$ cat src/rtl/tent_blur_7x7_rgba_unit_defines.svh
// Assertion helpers shared by the tent blur RTL.
// Each use expands to one labelled concurrent assertion on clk, off while rst_n is low.
`ifndef TENT_BLUR_7X7_RGBA_UNIT_DEFINES_SVH
`define TENT_BLUR_7X7_RGBA_UNIT_DEFINES_SVH

// Same-cycle implication
`define TBLUR_ASSERT_IMPL(label, ante, cons) \
  label: assert property (@(posedge clk) disable iff (!rst_n) (ante) |-> (cons)) \
    else $error("tent blur check failed");

// Next-cycle implication
`define TBLUR_ASSERT_NEXT(label, ante, cons) \
  label: assert property (@(posedge clk) disable iff (!rst_n) (ante) |=> (cons)) \
    else $error("tent blur check failed");

`endif

$ cat src/rtl/tblur_cmdq.sv
`include "tent_blur_7x7_rgba_unit_defines.svh"

module tblur_cmdq #(
  parameter int W     = 64,
  parameter int DEPTH = 4
) (
  input  logic         clk,
  input  logic         rst_n,
  input  logic         push,
  input  logic [W-1:0] din,
  input  logic         pop,
  output logic [W-1:0] dout,
  output logic         valid,
  output logic         full
);

  localparam int PW = (DEPTH > 1) ? $clog2(DEPTH) : 1;
  localparam int NW = $clog2(DEPTH + 1);

  logic [W-1:0]  store_r [DEPTH];
  logic [PW-1:0] wptr_r, wptr_nxt, rptr_r, rptr_nxt;
  logic [NW-1:0] count_r, count_nxt;
  logic          do_push, do_pop;

  assign valid   = count_r != '0;
  assign full    = count_r == NW'(DEPTH);
  assign dout    = store_r[rptr_r];
  assign do_push = push && !full;
  assign do_pop  = pop && valid;

  // Pointer and fill count update
  always_comb begin
    wptr_nxt  = wptr_r;
    rptr_nxt  = rptr_r;
    count_nxt = count_r;
    if (do_push) begin
      wptr_nxt = (wptr_r == PW'(DEPTH - 1)) ? '0 : wptr_r + PW'(1);
    end
    if (do_pop) begin
      rptr_nxt = (rptr_r == PW'(DEPTH - 1)) ? '0 : rptr_r + PW'(1);
    end
    if (do_push && !do_pop) begin
      count_nxt = count_r + NW'(1);
    end else if (do_pop && !do_push) begin
      count_nxt = count_r - NW'(1);
    end
  end

  always_ff @(posedge clk) begin
    if (!rst_n) begin
      wptr_r  <= '0;
      rptr_r  <= '0;
      count_r <= '0;
    end else begin
      wptr_r  <= wptr_nxt;
      rptr_r  <= rptr_nxt;
      count_r <= count_nxt;
    end
  end

  always_ff @(posedge clk) begin
    if (do_push) begin
      store_r[wptr_r] <= din;
    end
  end

  `TBLUR_ASSERT_IMPL(a_no_push_when_full, push, !full)
  `TBLUR_ASSERT_IMPL(a_count_bound, 1'b1, count_r <= NW'(DEPTH))

endmodule

$ cat config.mk
export PLATFORM = sky130hd
export DESIGN_NAME = tblur_cmdq
export DESIGN_NICKNAME = d
export VERILOG_FILES = /design/src/rtl/tblur_cmdq.sv
export VERILOG_INCLUDE_DIRS = /design/src /design/src/rtl
export SDC_FILE = /design/constraint.sdc
export NUM_CORES = 1
export LEC_CHECK = 0
export BUFFER_PORTS_ARGS = -buffer_cell sky130_fd_sc_hd__buf_2
export CORE_ASPECT_RATIO = 1.4
export CORE_MARGIN = 2
export CORE_UTILIZATION = 45
export DETAILED_ROUTE_END_ITERATION = 7
export MAX_ROUTING_LAYER = met4
export PLACE_DENSITY_LB_ADDON = 0.12
export SETUP_SLACK_MARGIN = 0.5
export SYNTH_ARGS = -nofsm -noshare
export SYNTH_HDL_FRONTEND = slang
export SYNTH_SLANG_ARGS = --single-unit
$ cat constraint.sdc
create_clock -name clk -period 3.2 [get_ports clk]
set_input_delay 0.48 -clock clk [delete_from_list [all_inputs] [get_ports clk]]
set_output_delay 0.48 -clock clk [all_outputs]
set_load 0.01 [all_outputs]
# [Word level (Yosys, flattened, before mapping)]
# Memories as Yosys holds them, arrays and structs flattened. A register that Yosys moved wholly into a read port is not among the register bits.
# Cells that the tools add are included.
[totals] out_inout_bits=66 mem_count=1 in_bits=68 ff_bits=7 ram_bits=256 wordCells=28
[memory_table] name="store_r" depth=4 width=64 rd=1 rd_ports_with_merged_regs=1 write_ports=1 line_no="tblur_cmdq.sv:20" rtl="logic [W-1:0] store_r [DEPTH];"
[classes] n_reduce_logical=9 n_mux=8 add_sub_neg=4 eq_ne=3
[ops] op="2-bit two-way mux" count=4
[ops] op="3-bit two-way mux" count=2
[ops] op="2-bit by 1-bit adder with 2-bit output (second input constant)" count=2
[ops] op="2-bit equality test (second input constant)" count=2
[ops] op="1-bit logical AND" count=4
[ops] op="3-bit by 1-bit adder with 3-bit output (second input constant)" count=1
[ops] op="3-bit equality test (second input constant)" count=1
[ops] op="1-bit logical NOT" count=3
[ops] op="3-bit nonzero test" count=1
[ops] op="3-bit by 1-bit subtractor with 3-bit output (second input constant)" count=1
[ops] op="1-bit two-way mux" count=2
[ops] op="2-bit nonzero test" count=1

# [Longest topological paths before layout]
# Gate-level depths: netlist of the first run.
[logic_depth] word_depth=7 mapped_depth=9 mapped_depth_nobuf=8

# [Worst setup path after synthesis of the first run]
# Ideal clock, no wire load.
[synth_path] kind="register to register" start="register count_r[0]" end="memory store_r[0][0] (enable)" setup_time_ps=429 arrival_time_ps=2302 path_slack_ps=469 required_time_ps=2771 path_stages_with_launch=5 period_less_slack_ps=2731 cell_sequence="dfxtp_1 > nor3b_2 > nor2b_1 > buf_2 > and2_1"
[synth_between] elab_chain_cells=5
[synth_rtl] element="start: declaration" line_no="tblur_cmdq.sv:22" rtl="logic [NW-1:0] count_r, count_nxt;"
[synth_rtl] element="start signal: assignment" line_no="tblur_cmdq.sv:57" rtl="count_r <= count_nxt;"
[synth_rtl] element="3-bit equality test" line_no="tblur_cmdq.sv:26" rtl="assign full = count_r == NW'(DEPTH);"
[synth_rtl] element="net full" line_no="tblur_cmdq.sv:14" rtl="output logic full"
[synth_rtl] element="1-bit logical NOT" line_no="tblur_cmdq.sv:28" rtl="assign do_push = push && !full;"
[synth_rtl] element="1-bit logical AND" line_no="tblur_cmdq.sv:28"
[synth_rtl] element="net do_push" line_no="tblur_cmdq.sv:23" rtl="logic do_push, do_pop;"
[synth_rtl] element="1-bit two-way mux" line_no="tblur_cmdq.sv:62" rtl="if (do_push) begin"
[synth_rtl] element="1-bit two-way mux (not written as such)" line_no="tblur_cmdq.sv:63" rtl="store_r[wptr_r] <= din;"
[synth_rtl] element="end: declaration" line_no="tblur_cmdq.sv:20"
# The timed path passes the listed nets, and every way through them passes these cells.

==> summary.md, run 1 <==
| Metric | Value |
|---|---|
| Outcome | `completed` |
| Async set-reset flop share out of synthesis | `0%` |
| Gpl congestion | `0.709` |
| Placed wire-length estimate | `10300 um` |
| Internal power | `6.87 mW` |
| Num rows | `63` |
| Final Max Slew Viols | `0` |
| Ys Warns | `0` |
| Synthesized flop and latch total | `265` |
| Via count | `4356` |
| Relative max-transition margin | `59.6%` |
| DP Worst Slack | `0.707 ns` |
| Final setup fails | `0` |
| Clk sink count | `265` |
| CP startpoint kind | `register` |
| Antenna violations before repair | `3` |
| TNS Setup | `0 ns` |
| Required time of the critical path | `2.72 ns` |
| Critical path class | `reg2out` |
| Worst min-delay path category | `in2reg` |
| Core Area | `21300 um^2` |
| Clk buf depth | `3` |
| GR Overflow Total | `0` |
| Final worst path period need | `2.56 ns` |
| Pleak | `3.90 nW` |
| GRT Overall Usage | `16.0%` |
| Num CTS Buffers | `25` |
| Clock tree root buffer cell | `clkbuf_16` |
| Via density | `5.32` |
| P per Cell Area | `797 nW/um^2` |
| DR iter-0 viols | `246` |
| Post-synth top flop | `edfxtp_1` |
| Sequential fraction of the synthesis area | `80.3%` |
| Clock slew at reported path FFs | `0.06 ns` |
| Tot Pwr | `9.23 mW` |
| Total Wirelength | `17900 um` |
| Share of the synthesized area in the top cell type | `78.5%` |
| Die area | `23000 um^2` |
| Switching part of the total | `25.6%` |
| # IOs | `134` |
| Share of layout cells above drive strength 1 | `43.9%` |
| Post-synthesis cell count | `385` |
| Reg power frac | `47.6%` |
| Final hold violations | `0` |
| H-tree depth | `1` |
| Post-synth top cells | `edfxtp_1 (256), mux4_2 (60), dfxtp_1 (9)` |
| Final WS setup | `0.640 ns` |
| Tcrit/Tclk final | `80.0%` |
| Peak Freq | `0.391 GHz` |
| Max_cap viols | `0` |
| Inst Count DP | `770` |
| Die Y | `179 um` |
| Mapped Area | `9790 um^2` |
| Crit Path Max Fanout | `14` |
| Clock power share | `31.0%` |
| Buffers on Ports | `133` |
| Final core occ | `54.4%` |
| Crit path DAT | `2.08 ns` |
| Nets | `613` |
| Area Growth Syn to Fin | `18.2%` |
| Number of flops mapped to enable cells by yosys | `256` |
| Initial Util | `46.0%` |
| Routed Antenna Nets | `0` |
| VDD IR max | `0.490 mV` |
| RSZ-0062 raised after global routing | `no` |
| Avg Cell Area, Syn | `25.4 um^2` |
| Actual slew at the worst max-slew pin | `0.601 ns` |
| Vias in the first global route | `4742` |
| Die Span X | `129 um` |
| Netlist cell types | `25` |
| Clock Latency Late Sink | `0.51 ns` |
| Switching power | `2.36 mW` |
| Most common cell in the netlist | `edfxtp_1` |
| Drt pass-1 iters | `4` |
| Mapped Nets | `460` |
| Layout Skew | `0.00637 ns` |
| CTS tree | `built` |
| WL/cell | `21.8 um` |
| Setup crit end kind | `primary output` |
| Post-CTS Hold Buffers | `0` |
| DRC Markers | `0` |
| First-pass GRT wire length | `26700 um` |
| Largest net degree at the start of global routing | `38` |
| Combinational Power Share | `21.3%` |
| Non-filler cells in the finished layout | `819` |
| Largest area contributor in the netlist | `edfxtp_1` |
| Synth area leaders | `edfxtp_1 (79%), mux4_2 (14%), dfxtp_1 (1.8%), buf_12 (1.2%), mux4_1 (1.1%)` |
[timing repair]
item                                    in CTS  in global routing
endpoints found under the setup margin      40                  0
gates resized for setup                      0                  0
setup buffers                                1                  0
[routing by layer]
metal / global-route usage [%] / share of wire [%] / up-vias
met1: 19.7 / 40 / 2265
met5: - / 0 / -
met2: 27.2 / 52 / 108
met4: 4.39 / 2.1 / 0
met3: 3.33 / 5.6 / 37
li1: - / - / 1946
[cells in the final DEF (no fill, tap or decap), types with 4 or more instances in the layout]
master and n:
dfxtp_1 7, clkinv_1 9, clkinv_2 6, buf_12 7
ha_1 6, mux4_2 60, buf_2 133, and2_4 4
edfxtp_1 256, clkbuf_16 25, nand2_1 6, mux4_1 4
[kinds of logic after synthesis]
kind of cell | synth area share, %
AO/OA/AOI/OAI | 0.307
XOR/XNOR | 0.179
adder cells (fa/ha/maj) | 0.971
flip-flops | 80.3
buffers and inverters | 1.90
multiplexers | 15.2
AND/OR/NAND/NOR | 1.11
[worst paths after layout]
kind / start / end / slack [ns] / cells after the start
setup / recovery: register / dout[2] / 0.64 / 3
hold / removal: din[52] / store_r[3][52] / 0.19 / 1
setup reg to reg: count_r[0] / count_r[2] / 0.78 / 8
hold reg to reg: wptr_r[1] / wptr_r[1] / 0.51 / 2
[power by group through the flow]
stage	clock, mW	combinational [mW]	sequential, mW
after floorplan	0	1.43	4.37
after global placement	0	1.95	4.49
after detailed placement	0	1.96	4.52
after CTS	2.94	2.04	4.41
after global routing	3.07	2.15	4.44
final	2.87	1.97	4.40
[flip-flops by register name, indices dropped and copies added, names as in the netlist, named ones only]
register  count
count_r       3
store_r     256
rptr_r        2
wptr_r        2
[through the flow]
stage	instance area (um^2)	hold WS, ns
detailed placement	10800	0.506
finish	11600	0.187
global route	11600	0.170
global placement	10800	0.481
CTS	11600	0.165
floorplan	9800	0.468
[area by class of cell]
type | instances | area [um^2]
fill | 1695 | 9700
sequential | 265 | 7880
multi-input combinational | 101 | 1750
timing repair buffer | 142 | 821
clock buffer | 26 | 629
tap | 260 | 325
clock inverter | 19 | 161
inverter | 3 | 11.3
antenna | 3 | 7.51
[worst max-delay path, stage by stage (launching register included)]
cell	delay, ns
dfxtp_4	0.54
buf_4	0.32
mux4_2	0.55
buf_2	0.16
(Power assumes the default switching activity.)
==> run 2: changes to the inputs <==
- clock period: 3.2 -> 2.2 ns (I/O delays scaled with it)
==> run 2 against run 1 <==
The flow now finishes with violations (negative setup slack). Via count increased by 8.7%. Die area stayed put. Final cell count up 7.2%. Non-clock buffer count increased by 66. Clock power increased by 39%. Count of clock-buffer cells in the layout up 5. Power grew 59%. Core utilization rose by 6.9 points. First-iteration DRC count up 44%. Hold slack got worse by 0.16 ns. Worst setup slack worse by 0.68 ns. Register-to-register slack got worse by 0.53 ns. Highest routed layer unchanged.
==> summary.md, run 2 (synthesis gave the netlist of run 1 again) <==
| Metric | Value |
|---|---|
| Total Wirelength | `21100 um` |
| VDD IR max | `0.663 mV` |
| Share of layout cells above drive strength 1 | `51.4%` |
| Crit path capture | `dout[32]` |
| Post-CTS Hold Buffers | `0` |
| Clk buf depth | `3` |
| Drt pass-1 iters | `6` |
| # IOs | `134` |
| Clk sink count | `265` |
| Failing checks | `negative setup slack` |
| Most frequent CP cell | `buf_12` |
| H-tree depth | `1` |
| Buffers on Ports | `133` |
| RSZ-0062 raised after global routing | `yes` |
| Nets | `679` |
| Antenna violations before repair | `1` |
| FF-to-FF Start | `count_r[2]` |
| Critical path class | `reg2out` |
| R2R Path End | `count_r[2]` |
| Met1 Resource Use GR | `19.9%` |
| Via density | `5.39` |
| CP peak stage delay | `0.56 ns` |
| Most Crowded Layer GR | `met2` |
| DRC Markers | `0` |
| Die Span X | `129 um` |
| Num CTS Buffers | `25` |
| Clock slew at reported path FFs | `0.06 ns` |
| Core Area | `21300 um^2` |
| Crit Path Max Fanout | `10` |
| WL/cell | `24.0 um` |
| FILL cells | `1511` |
| Via count | `4733` |
| CP max stage cell | `mux4_2` |
| Worst min-delay path category | `in2reg` |
| Tcrit/Tclk final | `102%` |
| Clock tree root buffer cell | `clkbuf_16` |
| DR iter-0 viols | `355` |
| Max_cap viols | `0` |
| Gpl congestion | `0.729` |
| GR Overflow Total | `0` |
| Met2 GRT Util | `30.1%` |
| Final Max Slew Viols | `0` |
| Commonest non-fill, non-tap cell in the layout | `edfxtp_1` |
| Routed Antenna Nets | `0` |
| R2R cell count | `8` |
| Top Registers | `store_r x256, count_r x3` |
| Clock Latency Late Sink | `0.51 ns` |
| DP Area | `11000 um^2` |
| CP startpoint kind | `register` |
| First-pass GRT wire length | `27700 um` |
| CP cell instances | `buf_12 > buf_12 > mux4_2 > buf_6` |
| GRT Overall Usage | `16.8%` |
| Layout Skew | `0.0157 ns` |
| Required time of the critical path | `1.87 ns` |
| Outcome | `complete, but fails checks` |
| Area Growth Syn to Fin | `33.3%` |
| P per Cell Area | `1120 nW/um^2` |
| Actual slew at the worst max-slew pin | `0.351 ns` |
| Hold slack | `0.0276 ns` |
| Met3 Use GR | `2.85%` |
| FF-to-FF setup slack | `0.25 ns` |
| Crit path DAT | `1.91 ns` |
| Most flop-heavy register | `store_r` |
| Hold path depth | `1` |
| Finished Cell Area | `13100 um^2` |
| Peak Freq | `0.447 GHz` |
| Final hold violations | `0` |
| CTS tree | `built` |
| Largest net degree at the start of global routing | `42` |
| Pleak | `4.51 nW` |
| Commonest non-fill, non-tap cells in the layout | `edfxtp_1 (256), buf_2 (99), mux4_2 (62), clkbuf_16 (47), buf_6 (39)` |
| Final worst path period need | `2.24 ns` |
| Die Y | `179 um` |
| Setup crit end kind | `primary output` |
| Num rows | `63` |
| Relative max-transition margin | `76.6%` |
| Final setup fails | `11` |
| Max reg flops | `256` |
| Vias in the first global route | `4831` |
| Initial Util | `46.0%` |
| Die area | `23000 um^2` |
| Final WS setup | `-0.0369 ns` |
| Placed wire-length estimate | `10900 um` |
==> run 2: cell types whose count changed in the layout (fill, tap and decap cells not counted), moves of 5 or more <==
| cell | change |
|---|---|
| buf_16 | +9 |
| buf_6 | +39 |
| buf_8 | +7 |
| clkbuf_1 | +5 |
| clkbuf_16 | +22 |
| buf_12 | +10 |
| buf_2 | -34 |
| buf_4 | +13 |
| clkinv_2 | -5 |
==> run 2: worst min path at each step <==
stage / start / to
after floorplan: din[0] / store_r[0][0]
after global placement: wptr_r[1] / wptr_r[1]
after detailed placement: count_r[2] / count_r[2]
after CTS: din[48] / store_r[0][48]
after global routing: din[5] / store_r[3][5]
final: din[24] / store_r[2][24]
==> run 2: timing repair <==
item / 4_1_cts / 5_1_grt
setup endpoints to repair: 261 / 270
resized for setup: 44 / 24
buffers inserted: 15 / 8
cloned: 5 / 30
pin swaps: 7 / 6
==> run 2: final cells by class <==
class	instances	area, um^2	share of cell area [%]
flip-flops and latches	265	7890	60.4
well taps	260	325	2.49
multi-input cells	101	1790	13.7
repair buffers	208	2290	17.6
clock buffers	31	648	4.97
inverters	3	11.3	0.0863
clock inverters	9	91.3	0.700
diodes	1	2.50	0.0192
==> run 2: per-layer routing <==
| metal | vias to the layer above | routed length (um) | part of all wire, % |
|---|---|---|---|
| li1 | 2084 | - | - |
| met3 | 32 | 963 | 4.6 |
| met1 | 2495 | 8190 | 39 |
| met2 | 122 | 11500 | 55 |
| met4 | 0 | 429 | 2.0 |
| met5 | - | 0 | 0 |
==> run 2: per-stage QoR <==
step	total power, mW	utilization, %	cells	worst slack, ns	setup TNS (ns)
floorplan	8.49	-	385	0.322	0
global placement	9.59	51.5	779	0.308	0
finish	14.7	61.3	878	-0.0369	-0.0891
detailed placement	9.66	51.5	779	0.226	0
CTS	14.2	57.3	839	-0.0473	-0.609
global route	15.2	61.3	878	-0.0700	-2.12
==> run 2: worst max-delay path: cells and delay by family, from the launching register on <==
family   cells  cell delay, ns
flops        1            0.36
buf+inv      3            0.47
mux          1            0.56
==> run 2: power by group <==
part / total [mW] / internal [mW] / switching (mW)
Combinational: 4.36 / 2.50 / 1.86
Sequential: 6.32 / 6.16 / 0.163
Clock: 3.98 / 2.30 / 1.68
Total: 14.7 / 11.0 / 3.70
