--- src/rtl/tent_blur_7x7_rgba_unit_defines.svh ---
// Assertion helpers shared by the tent blur RTL.
// Each use expands to one labelled concurrent assertion on clk, off while rst_n is low.
`ifndef TENT_BLUR_7X7_RGBA_UNIT_DEFINES_SVH
`define TENT_BLUR_7X7_RGBA_UNIT_DEFINES_SVH

// Same-cycle implication
`define TBLUR_ASSERT_IMPL(label, ante, cons) \
  label: assert property (@(posedge clk) disable iff (!rst_n) (ante) |-> (cons)) \
    else $error("tent blur check failed");

// Next-cycle implication
`define TBLUR_ASSERT_NEXT(label, ante, cons) \
  label: assert property (@(posedge clk) disable iff (!rst_n) (ante) |=> (cons)) \
    else $error("tent blur check failed");

`endif

--- src/rtl/tblur_pkg.sv ---
package tblur_pkg;

  localparam int PIX_W      = 32;
  localparam int TAPS       = 7;
  localparam int FW_W       = 12;
  localparam int FH_W       = 16;
  localparam int CFG_IDX_W  = 2;
  localparam int CFG_DATA_W = 16;
  localparam int CMDQ_DEPTH = 4;

  // Configuration register indexes
  localparam logic [CFG_IDX_W-1:0] CFG_FRAME_WIDTH  = 2'd0;
  localparam logic [CFG_IDX_W-1:0] CFG_FRAME_HEIGHT = 2'd1;

  // Request kinds
  localparam logic KIND_PIXEL = 1'b0;
  localparam logic KIND_DRAIN = 1'b1;

  // Row slot of the first output row relative to input row zero (-3 mod 7)
  localparam logic [2:0] ROT_INIT = 3'd4;

  // Tent weights 1,2,3,4,3,2,1
  localparam logic [2:0] TENT_WGT [TAPS] = '{3'd1, 3'd2, 3'd3, 3'd4, 3'd3, 3'd2, 3'd1};

  typedef struct packed {
    logic              kind;
    logic [PIX_W-1:0]  pixel;
  } in_item_t;

  typedef struct packed {
    logic [PIX_W-1:0]  blurred;
    logic              frame_last;
  } out_item_t;

  // Work handed from the front to the back
  typedef struct packed {
    logic              bypass;  // pass pixel straight out
    logic              adv;     // read a column, shift the window
    logic              emit;    // produces a result
    logic              last;    // final result of the frame
    logic              wr;      // store pixel into the row slot
    logic [2:0]        wslot;   // row slot written
    logic [2:0]        rot;     // slot of the row the read column serves
    logic [1:0]        cl;      // distance to left edge, 3 = none near
    logic [1:0]        cr;      // distance to right edge
    logic [1:0]        rt;      // distance to top edge
    logic [1:0]        rb;      // distance to bottom edge
    logic [PIX_W-1:0]  pixel;
  } cmd_t;

  // Reduce a small sum modulo 7
  function automatic logic [2:0] mod7(input logic [4:0] x);
    logic [4:0] s;
    s = x;
    if (s >= 5'd7) s = s - 5'd7;
    if (s >= 5'd7) s = s - 5'd7;
    return s[2:0];
  endfunction

  // Per-channel tent over seven pixels, truncated to 8 bits
  function automatic logic [PIX_W-1:0] tent7(input logic [TAPS-1:0][PIX_W-1:0] v);
    logic [11:0]      acc;
    logic [PIX_W-1:0] res;
    res = '0;
    for (int ch = 0; ch < 4; ch++) begin
      acc = '0;
      for (int t = 0; t < TAPS; t++) begin
        acc = acc + 12'(TENT_WGT[t]) * 12'(v[t][ch*8 +: 8]);
      end
      res[ch*8 +: 8] = acc[11:4];
    end
    return res;
  endfunction

endpackage

--- src/rtl/tblur_front.sv ---
`include "tent_blur_7x7_rgba_unit_defines.svh"

module tblur_front #(
  parameter int MAX_WIDTH = 2048,
  localparam int CB = $clog2(MAX_WIDTH)
) (
  input  logic                                  clk,
  input  logic                                  rst_n,
  input  logic                                  acc,
  input  tblur_pkg::in_item_t                   item,
  input  logic                                  cfg_we,
  input  logic [tblur_pkg::CFG_IDX_W-1:0]       cfg_index,
  input  logic [tblur_pkg::CFG_DATA_W-1:0]      cfg_data,
  output logic                                  push,
  output tblur_pkg::cmd_t                       cmd,
  output logic [CB-1:0]                         rd_col
);

  localparam int AW = $clog2(MAX_WIDTH + 1);
  localparam int HW = tblur_pkg::FH_W;

  logic [tblur_pkg::FW_W-1:0] fw_r, fw_nxt;
  logic [HW-1:0]              fh_r, fh_nxt;
  logic [CB-1:0]              in_col_r, in_col_nxt, out_col_r, out_col_nxt;
  logic [CB-1:0]              rd_col_r, rd_col_nxt;
  logic [HW-1:0]              in_row_r, in_row_nxt, out_row_r, out_row_nxt;
  logic [2:0]                 in_rmod_r, in_rmod_nxt, rot_r, rot_nxt;

  logic [AW-1:0] aw, in_col_inc, out_col_inc, rd_col_inc, dr;
  logic [HW-1:0] db;
  logic          in_wrap, out_wrap, rd_wrap, byp, started, last_out;

  assign rd_col = rd_col_r;

  always_comb begin
    // Active width, held to the row store size
    if (32'(fw_r) > MAX_WIDTH) aw = AW'(MAX_WIDTH);
    else aw = AW'(fw_r);
    byp = (aw <= AW'(7)) || (fh_r <= HW'(7));

    in_col_inc  = AW'(in_col_r) + AW'(1);
    out_col_inc = AW'(out_col_r) + AW'(1);
    rd_col_inc  = AW'(rd_col_r) + AW'(1);
    in_wrap     = in_col_inc >= aw;
    out_wrap    = out_col_inc >= aw;
    rd_wrap     = rd_col_inc >= aw;

    // Results start three rows and three columns behind the input
    started  = (in_row_r > HW'(3)) || ((in_row_r == HW'(3)) && (in_col_r >= CB'(3)));
    last_out = (out_row_r == fh_r - HW'(1)) && (out_col_inc == aw);

    dr = aw - AW'(1) - AW'(out_col_r);
    db = fh_r - HW'(1) - out_row_r;

    fw_nxt      = fw_r;
    fh_nxt      = fh_r;
    in_col_nxt  = in_col_r;
    in_row_nxt  = in_row_r;
    out_col_nxt = out_col_r;
    out_row_nxt = out_row_r;
    rd_col_nxt  = rd_col_r;
    in_rmod_nxt = in_rmod_r;
    rot_nxt     = rot_r;

    push       = 1'b0;
    cmd        = '0;
    cmd.pixel  = item.pixel;
    cmd.wslot  = in_rmod_r;
    cmd.rot    = rot_r;
    cmd.cl     = (out_col_r < CB'(3)) ? out_col_r[1:0] : 2'd3;
    cmd.cr     = (dr < AW'(3)) ? dr[1:0] : 2'd3;
    cmd.rt     = (out_row_r < HW'(3)) ? out_row_r[1:0] : 2'd3;
    cmd.rb     = (db < HW'(3)) ? db[1:0] : 2'd3;

    if (acc) begin
      if (byp) begin
        // Small frame: pass straight through
        if (item.kind == tblur_pkg::KIND_PIXEL) begin
          push       = 1'b1;
          cmd.bypass = 1'b1;
          cmd.emit   = 1'b1;
          if ((aw != '0) && (fh_r != '0)) begin
            cmd.last = (in_col_inc == aw) && (in_row_r == fh_r - HW'(1));
            if (in_wrap) begin
              in_col_nxt = '0;
              if (({1'b0, in_row_r} + 17'd1) >= {1'b0, fh_r}) in_row_nxt = '0;
              else in_row_nxt = in_row_r + HW'(1);
            end else begin
              in_col_nxt = CB'(in_col_inc);
            end
          end
        end
      end else if (item.kind == tblur_pkg::KIND_PIXEL) begin
        // Pixel of the frame: store it, read a column, maybe emit
        if (in_row_r < fh_r) begin
          push     = 1'b1;
          cmd.adv  = 1'b1;
          cmd.wr   = 1'b1;
          cmd.emit = started;
          if (in_wrap) begin
            in_col_nxt  = '0;
            in_row_nxt  = in_row_r + HW'(1);
            in_rmod_nxt = (in_rmod_r == 3'd6) ? 3'd0 : in_rmod_r + 3'd1;
          end else begin
            in_col_nxt = CB'(in_col_inc);
          end
          rd_col_nxt = rd_wrap ? '0 : CB'(rd_col_inc);
          if (rd_wrap) rot_nxt = (rot_r == 3'd6) ? 3'd0 : rot_r + 3'd1;
          if (started) begin
            out_col_nxt = out_wrap ? '0 : CB'(out_col_inc);
            if (out_wrap) out_row_nxt = out_row_r + HW'(1);
          end
        end
      end else if ((in_row_r >= fh_r) && (out_row_r < fh_r)) begin
        // Drain request releasing one pending result
        push     = 1'b1;
        cmd.adv  = 1'b1;
        cmd.emit = 1'b1;
        cmd.last = last_out;
        if (last_out) begin
          in_col_nxt  = '0;
          in_row_nxt  = '0;
          out_col_nxt = '0;
          out_row_nxt = '0;
          rd_col_nxt  = '0;
          in_rmod_nxt = '0;
          rot_nxt     = tblur_pkg::ROT_INIT;
        end else begin
          out_col_nxt = out_wrap ? '0 : CB'(out_col_inc);
          if (out_wrap) out_row_nxt = out_row_r + HW'(1);
          rd_col_nxt = rd_wrap ? '0 : CB'(rd_col_inc);
          if (rd_wrap) rot_nxt = (rot_r == 3'd6) ? 3'd0 : rot_r + 3'd1;
        end
      end
    end

    // Register write: new geometry, frame restarts
    if (cfg_we) begin
      case (cfg_index)
        tblur_pkg::CFG_FRAME_WIDTH: begin
          fw_nxt      = cfg_data[tblur_pkg::FW_W-1:0];
          in_col_nxt  = '0;
          in_row_nxt  = '0;
          out_col_nxt = '0;
          out_row_nxt = '0;
          rd_col_nxt  = '0;
          in_rmod_nxt = '0;
          rot_nxt     = tblur_pkg::ROT_INIT;
        end
        tblur_pkg::CFG_FRAME_HEIGHT: begin
          fh_nxt      = cfg_data;
          in_col_nxt  = '0;
          in_row_nxt  = '0;
          out_col_nxt = '0;
          out_row_nxt = '0;
          rd_col_nxt  = '0;
          in_rmod_nxt = '0;
          rot_nxt     = tblur_pkg::ROT_INIT;
        end
        default: ;
      endcase
    end
  end

  always_ff @(posedge clk) begin
    if (!rst_n) begin
      fw_r      <= 12'd64;
      fh_r      <= 16'd64;
      in_col_r  <= '0;
      in_row_r  <= '0;
      out_col_r <= '0;
      out_row_r <= '0;
      rd_col_r  <= '0;
      in_rmod_r <= '0;
      rot_r     <= tblur_pkg::ROT_INIT;
    end else begin
      fw_r      <= fw_nxt;
      fh_r      <= fh_nxt;
      in_col_r  <= in_col_nxt;
      in_row_r  <= in_row_nxt;
      out_col_r <= out_col_nxt;
      out_row_r <= out_row_nxt;
      rd_col_r  <= rd_col_nxt;
      in_rmod_r <= in_rmod_nxt;
      rot_r     <= rot_nxt;
    end
  end

  `TBLUR_ASSERT_IMPL(a_last_emits, push && cmd.last, cmd.emit)
  `TBLUR_ASSERT_NEXT(a_frame_restart, push && cmd.last && !cmd.bypass,
                     (in_row_r == '0) && (out_row_r == '0) && (rd_col_r == '0))
  `TBLUR_ASSERT_IMPL(a_out_behind_in, 1'b1, out_row_r <= in_row_r)

endmodule

--- config.mk ---
export PLATFORM = sky130hd
export DESIGN_NAME = tblur_front
export DESIGN_NICKNAME = d
export VERILOG_FILES = /design/src/rtl/tblur_pkg.sv /design/src/rtl/tblur_front.sv
export VERILOG_INCLUDE_DIRS = /design/src /design/src/rtl
export SDC_FILE = /design/constraint.sdc
export NUM_CORES = 1
export LEC_CHECK = 0
export ABC_AREA = 0
export BUFFER_PORTS_ARGS = -buffer_cell sky130_fd_sc_hd__buf_2
export CORE_AREA = 8 8 158 160
export DETAILED_ROUTE_END_ITERATION = 6
export DIE_AREA = 0 0 166 168
export PLACE_DENSITY = 0.64
export SYNTH_ARGS = -nofsm -noshare
export SYNTH_HDL_FRONTEND = slang
export SYNTH_SLANG_ARGS = --single-unit
--- constraint.sdc ---
create_clock -name clk -period 5.12 [get_ports clk]
set_input_delay 1.024 -clock clk [delete_from_list [all_inputs] [get_ports clk]]
set_output_delay 1.024 -clock clk [all_outputs]
set_load 0.01 [all_outputs]
Word-level counts from Yosys, hierarchy flattened
Index checks and enable logic that the tools add are counted.
{"block": "totals", "word_cells": 154, "inputBits": 55, "out_inout_bits": 63, "reg_bits": 99}
{"block": "classes", "n_eq_ne": 8, "mux": 96, "add_sub_neg": 12, "magnitude_cmp": 16, "reduce_logical": 13}
{"cell": "two-way mux 16 bit", "n": 23}
{"cell": "two-way mux 11 bit", "n": 30}
{"cell": "two-way mux 3 bit", "n": 21}
{"cell": "adder 11 x 1 -> 12 bit (second input constant)", "n": 3}
{"cell": "greater-or-equal comparator 12 bit", "n": 3}
{"cell": "adder 16 x 1 -> 16 bit (second input constant)", "n": 2}
{"cell": "equality test 16 bit", "n": 2}
{"cell": "< comparator 16 bit", "n": 2}
{"cell": "< comparator 16 x 2 -> 1 bit (second input constant)", "n": 2}
{"cell": "equality test 12 bit", "n": 2}
{"cell": "adder 16 x 1 -> 17 bit (second input constant)", "n": 1}
{"cell": "greater-or-equal comparator 17 x 16 -> 1 bit", "n": 1}
{"cell": "equality test 16 x 2 -> 1 bit (second input constant)", "n": 1}
{"cell": "greater-or-equal comparator 16 bit", "n": 1}
{"cell": "> comparator 16 x 2 -> 1 bit (second input constant)", "n": 1}
{"cell": "<= comparator 16 x 3 -> 1 bit (second input constant)", "n": 1}
{"cell": "two-way mux 2 bit", "n": 8}
{"cell": "nonzero test 16 bit", "n": 1}
{"cell": "subtractor 16 x 1 -> 16 bit (second input constant)", "n": 1}
{"cell": "subtractor 16 bit", "n": 1}
{"cell": "> comparator 12 bit (second input constant)", "n": 1}
{"cell": "<= comparator 12 x 3 -> 1 bit (second input constant)", "n": 1}
{"cell": "< comparator 12 x 2 -> 1 bit (second input constant)", "n": 1}
{"cell": "two-way mux 1 bit", "n": 12}
{"cell": "15 further kinds", "n": 23}

Longest topological paths before layout
Gate-level depths: netlist of the first run.
{"block": "depth", "depth_word": 11, "depth_mapped": 17, "ltp_nobuf": 15}

Worst setup path after synthesis of the first run
No wires, ideal clock.
{"block": "synth_timing", "path_type": "register -> output", "start": "register fh_r[0]", "end": "output port cmd[33] (netlist name)", "path_buffers": 1, "path_stages_with_launch": 14, "t_arrival_ps": 3290, "required_ps": 4096, "setup_slack_ps": 806, "cell_sequence": "dfxtp_1 > nor4_2 > nand2_1 > xnor2_1 > ha_1 > clkbuf_1 > a211oi_1 > o21ai_1 > o211ai_1 > nand2_1 > or2_0 > a2111o_1 > nor4b_1 > nand3_1"}
{"element": "from (decl)", "line_no": "tblur_front.sv:23", "rtl": "logic [HW-1:0] fh_r, fh_nxt;"}
{"element": "from (signal assigned)", "line_no": "tblur_front.sv:178", "rtl": "fh_r <= fh_nxt;"}
{"element": "to (decl)", "line_no": "tblur_front.sv:15", "rtl": "output tblur_pkg::cmd_t cmd,"}

==> out/qor.yml, run 1 <==
floorplan.initialDensity: 0.445
busiest_layer: "met2"
dieArea_um2: 27900
grt_use_met1: 0.299
portBuffers: 53
ys_seq_area_frac: 0.199
antenna_left: 0
setup_viol: 0
cts.clk_slew.worst_paths_ns: 0.08
htree_levels: 3
wl_mm: 31.5
end_kind: "output pin"
worst_skew_pair.late_latency_ns: 0.37
grt_max_degree: 32
use_met2: 0.349
cts_made_buffers: 9
cts-root-buf: "clkbuf_16"
cts_tree: "done"
wl_per_cell_um: 19.5
hold_viol_final: 0
synthArstFlopShare: 0
die_x_um: 166
holdBufCountCts: 0
total_power_mw: 2.08
synthToLayoutAreaGrowth_pct: 7.11
synth_top_area_frac: 0.199
syn_area_um2: 9950
place_ws_ns: 0.343
place_congestion: 0.927
seqCellArea_um2: 1980
synth_area_leaders: "dfxtp_1, ha_1, nand2_1"
peakVddDrop_mv: 0.134
status: "complete, no violations"
drtIter0Drc: 797
fp.dieH_um: 168
cts.path.max_buffers: 2
setup_ws_ns: 0.213
vias: 9779
fin_util: 0.477
avgSynthCellArea_um2: 7.52
drc: 0
start_kind: "flop"
gr-total-overflow: 0
clkSinkCount: 99
grt_pass1_vias: 9258
synth_cells: 1323
synth_edf_count: 0
relSlewSlack: 0.325
dp_hpwl_mm: 24.5
fillerInstances: 2217
fin_skew_ns: 0.0104
layout.nets: 1494
antenna_found_initial: 0
num_rows: 55
max_freq_mhz: 204
coreArea_um2: 22400
gr-usage-all-layers: 0.220
viasPerCell: 6.07
yosysUniqueCellTypes: 85
p_leak_nw: 4.41
cp_max_fo: 7
crit_type: "flop to output pin"
yosys.area.top_type: "dfxtp_1"
drv_slew: 0
multi_input_area_um2: 7250
drtPass1Iterations: 5
ios: 118
grt_use_met3: 0.0444
synth_seq_cells: 99
yosysWarnings: 0
ys.flop_type: "dfxtp_1"
powerDensity_nw_per_um2: 195
layout-drive-gt1-share: 0.111
min_period_over_period: 0.958
worst_slew_pin_slew_ns: 1.01
syn-num-nets: 1496
holdWs_ns: 0.492
crit_arrival_ns: 3.88
fin_crit_ns: 4.91
worstHoldPathType: "flop to flop"
cp.required_ns: 4.10
grt_pass1_wl_mm: 50.2
diodes: 0
maxCapViolCount: 0
[critical path, cell delays in order (launching register included)]
cell	delay, ns
dfxtp_1	0.36
inv_2	0.13
ha_2	0.21
nand2_1	0.10
nor3_1	0.20
xnor2_1	0.20
ha_2	0.38
o21ai_1	0.18
o21ai_1	0.12
o211ai_1	0.23
nand2_1	0.13
or2_0	0.21
a2111o_1	0.44
nor4b_2	0.35
nand3b_1	0.12
buf_2	0.16
[layout make-up]
cell class	instances	share of cell area
sequential	99	0.186
multi-input combinational	1054	0.680
tap	285	0.0334
clock buffer	10	0.0224
clock inverter	6	0.00610
timing repair buffer	81	0.0446
inverter	76	0.0271
[power by group]
group	switching [mW]	internal (mW)	leakage, nW	total (mW)
clock	0.363	0.360	0.150	0.722
sequential	0.0198	0.782	0.800	0.802
combinational	0.348	0.209	3.46	0.557
total	0.730	1.35	4.41	2.08
[cells in the final DEF (no fill, tap or decap), types with 5 or more instances in the layout]
cell type	instances
o21ai_1	9
o22ai_1	5
buf_2	53
o21ai_0	83
nor4_1	15
mux2i_1	6
dfxtp_1	98
nor3_1	35
a21o_1	10
a41oi_1	5
and2_1	9
nor2b_1	11
buf_4	28
ha_1	111
a21oi_1	99
a21boi_0	32
o211ai_1	19
nand2_1	153
xor2_1	36
and4_1	6
nor2_1	66
a31oi_1	16
nand4_1	27
and3_1	27
inv_1	74
nand3_1	53
o21a_1	9
nand2b_1	17
o31ai_1	12
a211oi_1	17
xnor2_1	42
clkbuf_16	9
nand3b_1	15
or2_2	5
[cell families (layout without fill, tap and decap cells)]
family	after synthesis	count (layout)	synth area share
XOR/XNOR	81	81	0.0720
AND/OR/NAND/NOR	474	474	0.244
adder cells (fa/ha/maj)	118	118	0.150
buffers and inverters	170	173	0.0813
flip-flops	99	99	0.199
AO/OA/AOI/OAI	375	375	0.248
multiplexers	6	6	0.00603
[synthesized netlist by cell type, types with 6 or more instances]
master	count
nor3_1	36
nor2b_1	12
nand2b_1	17
inv_1	76
buf_2	8
nand3b_1	15
clkbuf_1	45
buf_4	33
and2_1	9
nand3_1	53
o21ai_0	84
xnor2_1	44
nand2_1	153
xor2_1	36
a21o_1	10
a21boi_0	32
and3_1	27
dfxtp_1	99
and4_1	6
nor4_1	17
a31oi_1	16
o31ai_1	13
nor2_1	67
nand4_1	27
o211ai_1	19
o21ai_1	8
mux2i_1	6
ha_1	116
a21oi_1	99
o21a_1	9
a211oi_1	19
[sequential cells by signal, indices dropped and copies added, names as in the netlist]
signal	flops
fh_r	16
in_row_r	16
out_row_r	16
fw_r	12
in_col_r	11
out_col_r	11
rd_col	11
in_rmod_r	3
rot_r	3
[what timing repair did]
action | 4_1_cts | 5_1_grt
buffers inserted | 0 | 6
pin swaps | 0 | 4
gates resized for setup | 3 | 20
setup endpoints to repair | 3 | 5
[per-stage QoR]
step | setup TNS (ns) | cells | area [um^2]
floorplan | 0 | 1323 | 9950
global placement | 0 | 1589 | 10200
detailed placement | 0 | 1589 | 10200
CTS | 0 | 1605 | 10500
global route | -0.00576 | 1611 | 10700
finish | 0 | 1611 | 10700
[layer usage]
layer	vias up	wire, um
li1	4782	-
met1	4606	14700
met2	340	13700
met3	51	2400
met4	0	650
met5	-	0
[worst paths after layout]
| kind | from | endpoint | slack (ns) | depth (start not counted) |
|---|---|---|---|---|
| worst max-delay path | fh_r[1] | cmd[32] | 0.21 | 15 |
| worst min-delay path | fw_r[5] | fw_r[5] | 0.49 | 2 |
| worst max register to register | in_row_r[2] | in_row_r[5] | 0.57 | 13 |
| worst min register to register | fw_r[5] | fw_r[5] | 0.49 | 2 |
(Power assumes the default switching activity.)
==> inputs of run 2 (changes only) <==
--- a/config.mk
+++ b/config.mk
@@ -11,7 +11,7 @@
 export CORE_AREA = 8 8 158 160
 export DETAILED_ROUTE_END_ITERATION = 6
 export DIE_AREA = 0 0 166 168
-export PLACE_DENSITY = 0.64
+export PLACE_DENSITY = 0.66
 export SYNTH_ARGS = -nofsm -noshare
 export SYNTH_HDL_FRONTEND = slang
 export SYNTH_SLANG_ARGS = --single-unit
==> constraint.sdc (replaced) <==
create_clock -name clk -period 4.3 [get_ports clk]
set_input_delay 0.86 -clock clk [delete_from_list [all_inputs] [get_ports clk]]
set_output_delay 0.86 -clock clk [all_outputs]
set_load 0.01 [all_outputs]
==> run 2 against run 1 <==
The flow now finishes with violations (setup timing). Sequential share of layout area decreased by 1.1 points. First-iteration DRC count is 13% higher. Clock power up 24%. Design area up 7.1%. Combinational power increased by 35%. Critical path depth decreased by 1. Via count increased by 3.9%. Clock skew grew 0.0041 ns. Power rose by 25%. Global-route usage increased by 0.54 points. Largest power group unchanged.
==> out/qor.yml, run 2 (same netlist as run 1, synthesis figures left out) <==
end_kind: "output pin"
crit_arrival_ns: 3.63
htree_levels: 3
relSlewSlack: 0.331
cp.required_ns: 3.44
ios: 118
setup_viol: 2
worst_slew_pin_slew_ns: 1.00
start_kind: "flop"
wl_mm: 32.5
layout_common_cells: "nand2_1, ha_1, a21oi_1"
final_common_cell: "nand2_1"
maxCapViolCount: 0
dp_hpwl_mm: 25.2
wl_per_cell_um: 19.3
drv_slew: 0
grt_max_degree: 32
violations: "setup timing"
cts_made_buffers: 9
holdBufCountCts: 0
rsz0062_at_grt: "true"
min_period_over_period: 1.04
powerDensity_nw_per_um2: 228
clkSinkCount: 99
setup_ws_ns: -0.193
cts-root-buf: "clkbuf_16"
synthToLayoutAreaGrowth_pct: 14.7
crit_type: "flop to output pin"
reg_top3: "fh_r (16), in_row_r (16), out_row_r (16)"
p_leak_nw: 4.80
fin_crit_ns: 4.49
place_congestion: 0.926
portBuffers: 53
grt_pass1_wl_mm: 51.4
antenna_left: 0
viasPerCell: 6.05
drtPass1Iterations: 6
floorplan.initialDensity: 0.445
vias: 10200
layout-drive-gt1-share: 0.184
cts_tree: "done"
drtIter0Drc: 901
status: "finished with violations"
multi_input_area_um2: 7470
dieArea_um2: 27900
coreArea_um2: 22400
gr-usage-all-layers: 0.226
worstHoldPathType: "flop to flop"
fin_skew_ns: 0.0144
cp_max_fo: 4
hold_viol_final: 0
finalSetupTns_ns: -0.378
fillerInstances: 2146
layout.nets: 1561
place_ws_ns: -0.161
fp.dieH_um: 168
num_rows: 55
cts.path.max_buffers: 2
seqCellArea_um2: 2000
worst_skew_pair.late_latency_ns: 0.37
diodes: 0
antenna_found_initial: 0
gr-total-overflow: 0
cts.clk_slew.worst_paths_ns: 0.08
grt_pass1_vias: 9629
peakVddDrop_mv: 0.176
die_x_um: 166
drc: 0
max_freq_mhz: 223
## run 2: through the flow
step	total power, mW	cells	utilization	hold WS, ns	instance area [um^2]
finish	2.60	1678	0.510	0.488	11400
global route	2.71	1678	0.510	0.515	11400
CTS	2.55	1670	0.499	0.490	11200
detailed placement	1.64	1650	0.478	0.478	10700
global placement	1.63	1650	0.478	0.470	10700
floorplan	1.46	1323	-	0.445	9950
## run 2: layout make-up
type                       instances  area share
sequential                        99       0.175
multi-input combinational       1054       0.654
clock inverter                     7     0.00745
timing repair buffer             148      0.0871
clock buffer                       9      0.0197
inverter                          76      0.0252
tap                              285      0.0312
## run 2: power breakdown
part | leakage [nW] | switching [mW] | internal [mW]
Sequential | 0.804 | 0.0229 | 0.931
Clock | 0.153 | 0.432 | 0.464
Combinational | 3.84 | 0.445 | 0.306
Total | 4.80 | 0.900 | 1.70
## run 2: timing repair
item                                    4_1_cts  5_1_grt
pin swaps                                     5       34
gates resized for setup                      30       50
setup buffers                                 4        8
endpoints found under the setup margin        5        8
## run 2: final timing paths
kind | slack, ns | cells after the start | start | endpoint
min | 0.49 | 2 | fw_r[6] | fw_r[6]
min reg2reg | 0.49 | 2 | fw_r[6] | fw_r[6]
max | -0.19 | 14 | fh_r[1] | cmd[32]
max reg2reg | 0.23 | 15 | in_row_r[0] | in_row_r[5]
## run 2: worst max-delay path, stage by stage, from the launching register on
cell	delay (ns)
dfxtp_4	0.37
nor4_4	0.33
nand2_1	0.14
nor4_2	0.25
xnor2_1	0.20
ha_1	0.31
a21oi_2	0.17
o21ai_1	0.10
a2111oi_2	0.29
nand4_1	0.14
a2111o_1	0.33
nor4b_2	0.26
buf_4	0.17
nand3b_1	0.07
buf_2	0.15
## run 2: metal layers
metal	vias up	GRT usage	wire, um	part of all wire
met5	-	0	0	0
met3	52	0.0330	2520	0.078
met2	406	0.362	14600	0.45
li1	4911	-	-	-
met1	4791	0.303	14500	0.45
met4	0	0.0854	876	0.027
